**src/rtl/core/cwpo_pkg.sv**
```systemverilog
// ----------------------------------------------------------------------------
// Crossfade wavetable oscillator package
// Shared codes, widths, state encoding and the controller command bundle.
// ----------------------------------------------------------------------------
package cwpo_pkg;

   // Payload and register widths
   localparam int FUNC_W   = 3;
   localparam int ADDR_W   = 10;
   localparam int SMP_W    = 16;
   localparam int PITCH_W  = 17;
   localparam int BASE_W   = 27;
   localparam int WFRAC_W  = 17;
   localparam int NCYC_W   = 16;
   localparam int INC_W    = 29;
   localparam int CSR_IX_W = 2;
   localparam int CSR_D_W  = 27;

   // Item function codes
   typedef enum logic [FUNC_W-1:0] {
      FUNC_TICK        = 3'd0,
      FUNC_WRITE_A     = 3'd1,
      FUNC_WRITE_B     = 3'd2,
      FUNC_START       = 3'd3,
      FUNC_MUTE        = 3'd4,
      FUNC_PHASE_RESET = 3'd5
   } func_type;

   // Configuration register indexes
   typedef enum logic [CSR_IX_W-1:0] {
      CSR_BASE_INCREMENT = 2'd0,
      CSR_WAVE_FRACTION  = 2'd1,
      CSR_NUM_CYCLES     = 2'd2
   } csr_index_type;

   // Controller states
   typedef enum logic [2:0] {
      ST_IDLE,
      ST_RD_LO,
      ST_RD_HI,
      ST_MUL,
      ST_MIX,
      ST_OUT
   } state_type;

   // Commands from the controller to the datapath
   typedef struct packed {
      logic take;       // transaction accepted this cycle
      logic reply_now;  // non-tick transaction answers at once
      logic rd_lo;      // table read address is the lower entry
      logic cap_lo;     // capture lower entry read data
      logic cap_prod;   // capture interpolation and increment products
      logic cap_mix;    // capture crossfade products
      logic commit;     // update state and load the tick result
   } ctl_cmd_type;

endpackage

```
**src/rtl/core/cwpo_ctrl.sv**
```systemverilog
// ----------------------------------------------------------------------------
// Oscillator controller
// Sequences table reads, multiply stages and the result hand-off for a tick.
// ----------------------------------------------------------------------------
module cwpo_ctrl
   import cwpo_pkg::*;
(
   input  logic              clock,
   input  logic              reset,
   input  logic              req_valid,
   input  logic [FUNC_W-1:0] req_func,
   output logic              req_stall,
   output logic              rsp_valid,
   input  logic              rsp_stall,
   output ctl_cmd_type       cmd
);

   state_type state_ff, state_in;
   logic      rsp_valid_ff, rsp_valid_in;
   logic      out_free;

   // The result register can take a new transaction when empty or being drained.
   assign out_free = !rsp_valid_ff || !rsp_stall;

   // Next state.
   always_comb begin
      state_in = state_ff;
      case (state_ff)
         ST_IDLE: begin
            if (req_valid && out_free && (req_func == FUNC_TICK)) begin
               state_in = ST_RD_LO;
            end
         end
         ST_RD_LO: state_in = ST_RD_HI;
         ST_RD_HI: state_in = ST_MUL;
         ST_MUL:   state_in = ST_MIX;
         ST_MIX:   state_in = ST_OUT;
         ST_OUT: begin
            if (out_free) begin
               state_in = ST_IDLE;
            end
         end
         default:  state_in = ST_IDLE;
      endcase
   end

   // Command outputs.
   always_comb begin
      cmd       = '0;
      req_stall = 1'b1;
      case (state_ff)
         ST_IDLE: begin
            req_stall     = !out_free;
            cmd.take      = req_valid && out_free;
            cmd.reply_now = req_valid && out_free && (req_func != FUNC_TICK);
         end
         ST_RD_LO: cmd.rd_lo    = 1'b1;
         ST_RD_HI: cmd.cap_lo   = 1'b1;
         ST_MUL:   cmd.cap_prod = 1'b1;
         ST_MIX:   cmd.cap_mix  = 1'b1;
         ST_OUT:   cmd.commit   = out_free;
         default:  cmd = '0;
      endcase
   end

   // Result valid flag.
   assign rsp_valid_in = (cmd.reply_now || cmd.commit) ? 1'b1 : (rsp_valid_ff && rsp_stall);

   always_ff @(posedge clock) begin
      if (reset) begin
         state_ff     <= ST_IDLE;
         rsp_valid_ff <= 1'b0;
      end else begin
         state_ff     <= state_in;
         rsp_valid_ff <= rsp_valid_in;
      end
   end

   assign rsp_valid = rsp_valid_ff;

endmodule

```
**config.mk**
```make
export PLATFORM = sky130hd
export DESIGN_NAME = cwpo_ctrl
export DESIGN_NICKNAME = d
export VERILOG_FILES = /design/src/rtl/core/cwpo_pkg.sv /design/src/rtl/core/cwpo_ctrl.sv
export SDC_FILE = /design/constraint.sdc
export NUM_CORES = 1
export LEC_CHECK = 0
export BUFFER_PORTS_ARGS = -buffer_cell sky130_fd_sc_hd__buf_2
export CORE_AREA = 3 3 40 42
export DETAILED_ROUTE_END_ITERATION = 6
export DIE_AREA = 0 0 43 45
export SYNTH_ARGS = -nofsm -noshare
export SYNTH_HDL_FRONTEND = slang
export SYNTH_SLANG_ARGS = --single-unit
```
**constraint.sdc**
```tcl
create_clock -name clock -period 2.77 [get_ports clock]
set_input_delay 0.1385 -clock clock [delete_from_list [all_inputs] [get_ports clock]]
set_output_delay 0.1385 -clock clock [all_outputs]
set_load 0.005 [all_outputs]
```
==> impl_metrics.env <==
export IMPL_status="finished clean"
export IMPL_ant_nets=0
export IMPL_cts_clk_slew_worst_paths_ns=0.04
export IMPL_r2r_setup_slack_ns=1.70
export IMPL_yosysUniqueCellTypes=19
export IMPL_max_cap_viol_count=0
export IMPL_cp_required_ns=2.63
export IMPL_drive_above_1_share_pct=41.30
export IMPL_num_rows=13
export IMPL_clk_path_buf_depth=2
export IMPL_drtPass1Iterations=4
export IMPL_synth_largest_area_cell="dfxtp_1"
export IMPL_grt_antenna_before_repair=0
export IMPL_p_leak_nw=0.1766
export IMPL_htreeDepth=1
export IMPL_grt_max_degree=11
export IMPL_max_slew_margin_pct=74.95
export IMPL_utilization_pct=27.46
export IMPL_root_buffer="clkbuf_4"
export IMPL_grt_pass1_vias=257
export IMPL_drcViolationCount=0
export IMPL_postCtsResizedCells=0
export IMPL_gr_total_overflow=0
export IMPL_slew_viol_final=0
export IMPL_dp_hpwl_um=478.8
export IMPL_ys_warnings_count=0
export IMPL_vias_per_cell=4.443
export IMPL_total_power_mw=0.1704
export IMPL_fin_skew_ns=0.002679
export IMPL_fin_nets=55
export IMPL_crit_path_end_kind="primary output"
export IMPL_gp_congestion=0.7020
export IMPL_dr_total_vias=271
export IMPL_tns_ns=0
export IMPL_die_w_um=43
export IMPL_clock_sinks=4
export IMPL_min_period_ns=1.445
export IMPL_hold_buffers=0
export IMPL_syn_nets=38
export IMPL_io_buffers=15
export IMPL_worst_ir_drop_vdd_mv=0.2384
export IMPL_rsz0062_at_grt="no"
export IMPL_die_h_um=45
export IMPL_yosysTopAreaCellShare_pct=30.33
export IMPL_hold_violations=0
export IMPL_wl_um=628
export IMPL_setup_viol=0
export IMPL_max_freq_mhz=692.0
export IMPL_cp_max_fo=10
export IMPL_multi_input_area_um2=148.9
export IMPL_tightest_slew_ns=0.3752
export IMPL_track_usage_pct=8.013
export IMPL_ys_top_cells_by_area="dfxtp_1 (30%), buf_6 (8.5%), nor3_4 (6.2%), nor3_1 (5.7%), nand3b_1 (5.7%)"
export IMPL_area_delta_synth_final_pct=33.65
export IMPL_critical_path_class="register to primary output"
export IMPL_register_area_um2=80.08
export IMPL_cts_setup_buffers=0
export IMPL_grt_pass1_wl_um=1090
export IMPL_synthCells=31
export IMPL_drt_iter0_drc=9
export IMPL_synth_area_um2=264.0
export IMPL_crit_path_start_kind="register"
export IMPL_cts_buffers_inserted=3
export IMPL_core_region_area_um2=1285
export IMPL_ys_seq_area_share_pct=30.33
export IMPL_die_area_um2=1935
export IMPL_cts_tree="yes"
export IMPL_yosys_register_bits=4
export IMPL_hp_class="input port to register"
export IMPL_min_period_over_period_pct=52.17
export IMPL_start_util_pct=20.55
export IMPL_p_per_area_nw_per_um2=483.0
export IMPL_post_drt_wl_per_cell_um=10.30
export IMPL_io_pins=16
export IMPL_clkLatencyLatePin_ns=0.23
export IMPL_fillCellCount=147
export IMPL_diodes=0
export IMPL_syn_mean_instance_area_um2=8.516
export IMPL_arrival_ns=1.31
[where the power goes]
part / total [mW] / internal, mW / switching [mW]
registers: 0.0672 / 0.0611 / 0.00614
logic: 0.0309 / 0.0177 / 0.0132
clock network: 0.0723 / 0.0485 / 0.0238
total: 0.170 / 0.127 / 0.0432
[final timing paths]
check              startpoint          end  cells past startpoint
setup / recovery  state_ff[1]       cmd[5]                      4
hold / removal          reset  state_ff[2]                      2
setup reg to reg  state_ff[2]  state_ff[0]                      3
hold reg to reg     rsp_valid  state_ff[0]                      3
[metrics by stage]
stage | setup slack [ns] | hold slack (ns) | cells | cell area (um2)
4_1_cts | 1.308 | 0.1069 | 61 | 352.8
2_1_floorplan | 1.706 | 0.2076 | 31 | 264.0
5_1_grt | 1.217 | 0.1166 | 61 | 352.8
3_5_place_dp | 1.568 | 0.3570 | 58 | 330.3
6_report | 1.325 | 0.1240 | 61 | 352.8
3_3_place_gp | 1.588 | 0.3574 | 58 | 330.3
[registers in the layout (all words and copies together) (netlist names)]
name / flops
rsp_valid: 1
state_ff: 3
[logic make-up (layout without fill, tap and decap cells)]
kind of cell              Yosys count  in the layout  share of synthesized area [%]
and+or+nand+nor                    15             15                          36.49
AOI/OAI and AO/OA                   6              6                          16.59
buffers and inverters               5             20                          13.27
DFF                                 4              4                          30.33
xor gates and xnor gates            1              1                          3.318
[routing by layer]
| metal | share of wire, % | track usage (%) | vias to the layer above |
|---|---|---|---|
| met5 | 0 | 0 | - |
| met4 | 0 | 3.614 | 0 |
| met2 | 43 | 10.78 | 14 |
| met1 | 47 | 9.223 | 114 |
| met3 | 9.9 | 6.375 | 0 |
| li1 | - | - | 143 |
[area by class of cell]
type	count	share of cell area [%]
inverter	2	2.128
clock buffer	3	6.383
multi-input combinational	22	42.20
timing repair buffer	15	21.28
tap	15	5.319
sequential	4	22.70
[synthesized netlist by cell type]
cell type,number
a211o_1,1
xnor2_1,1
nor3_1,3
buf_6,2
dfxtp_1,4
and3_1,1
nor2_1,1
a221o_1,1
inv_1,2
a31oi_1,1
buf_2,1
a311oi_1,1
nor3_4,1
a21oi_1,2
nor3b_1,2
nand2_1,2
and2b_1,1
nand3b_1,2
nand3_1,2
[worst max-delay path, stage by stage, from the launching register on]
cell,delay [ns]
dfxtp_1,0.54
nor3_4,0.07
and3_1,0.20
and2b_1,0.15
buf_2,0.12
[placed cells by master, fill, tap and decap left out]
master    synthesis  final
a21oi_1           2      2
clkbuf_4          0      3
and2b_1           1      1
nor3_4            1      1
and3_1            1      1
nand2_1           2      2
a221o_1           1      1
a311oi_1          1      1
nand3b_1          2      2
nor3b_1           2      2
nand3_1           2      2
a31oi_1           1      1
a211o_1           1      1
nor2_1            1      1
buf_2             1     15
xnor2_1           1      1
nor3_1            3      3
inv_1             2      2
dfxtp_1           4      4
(Power assumes the default switching activity.)
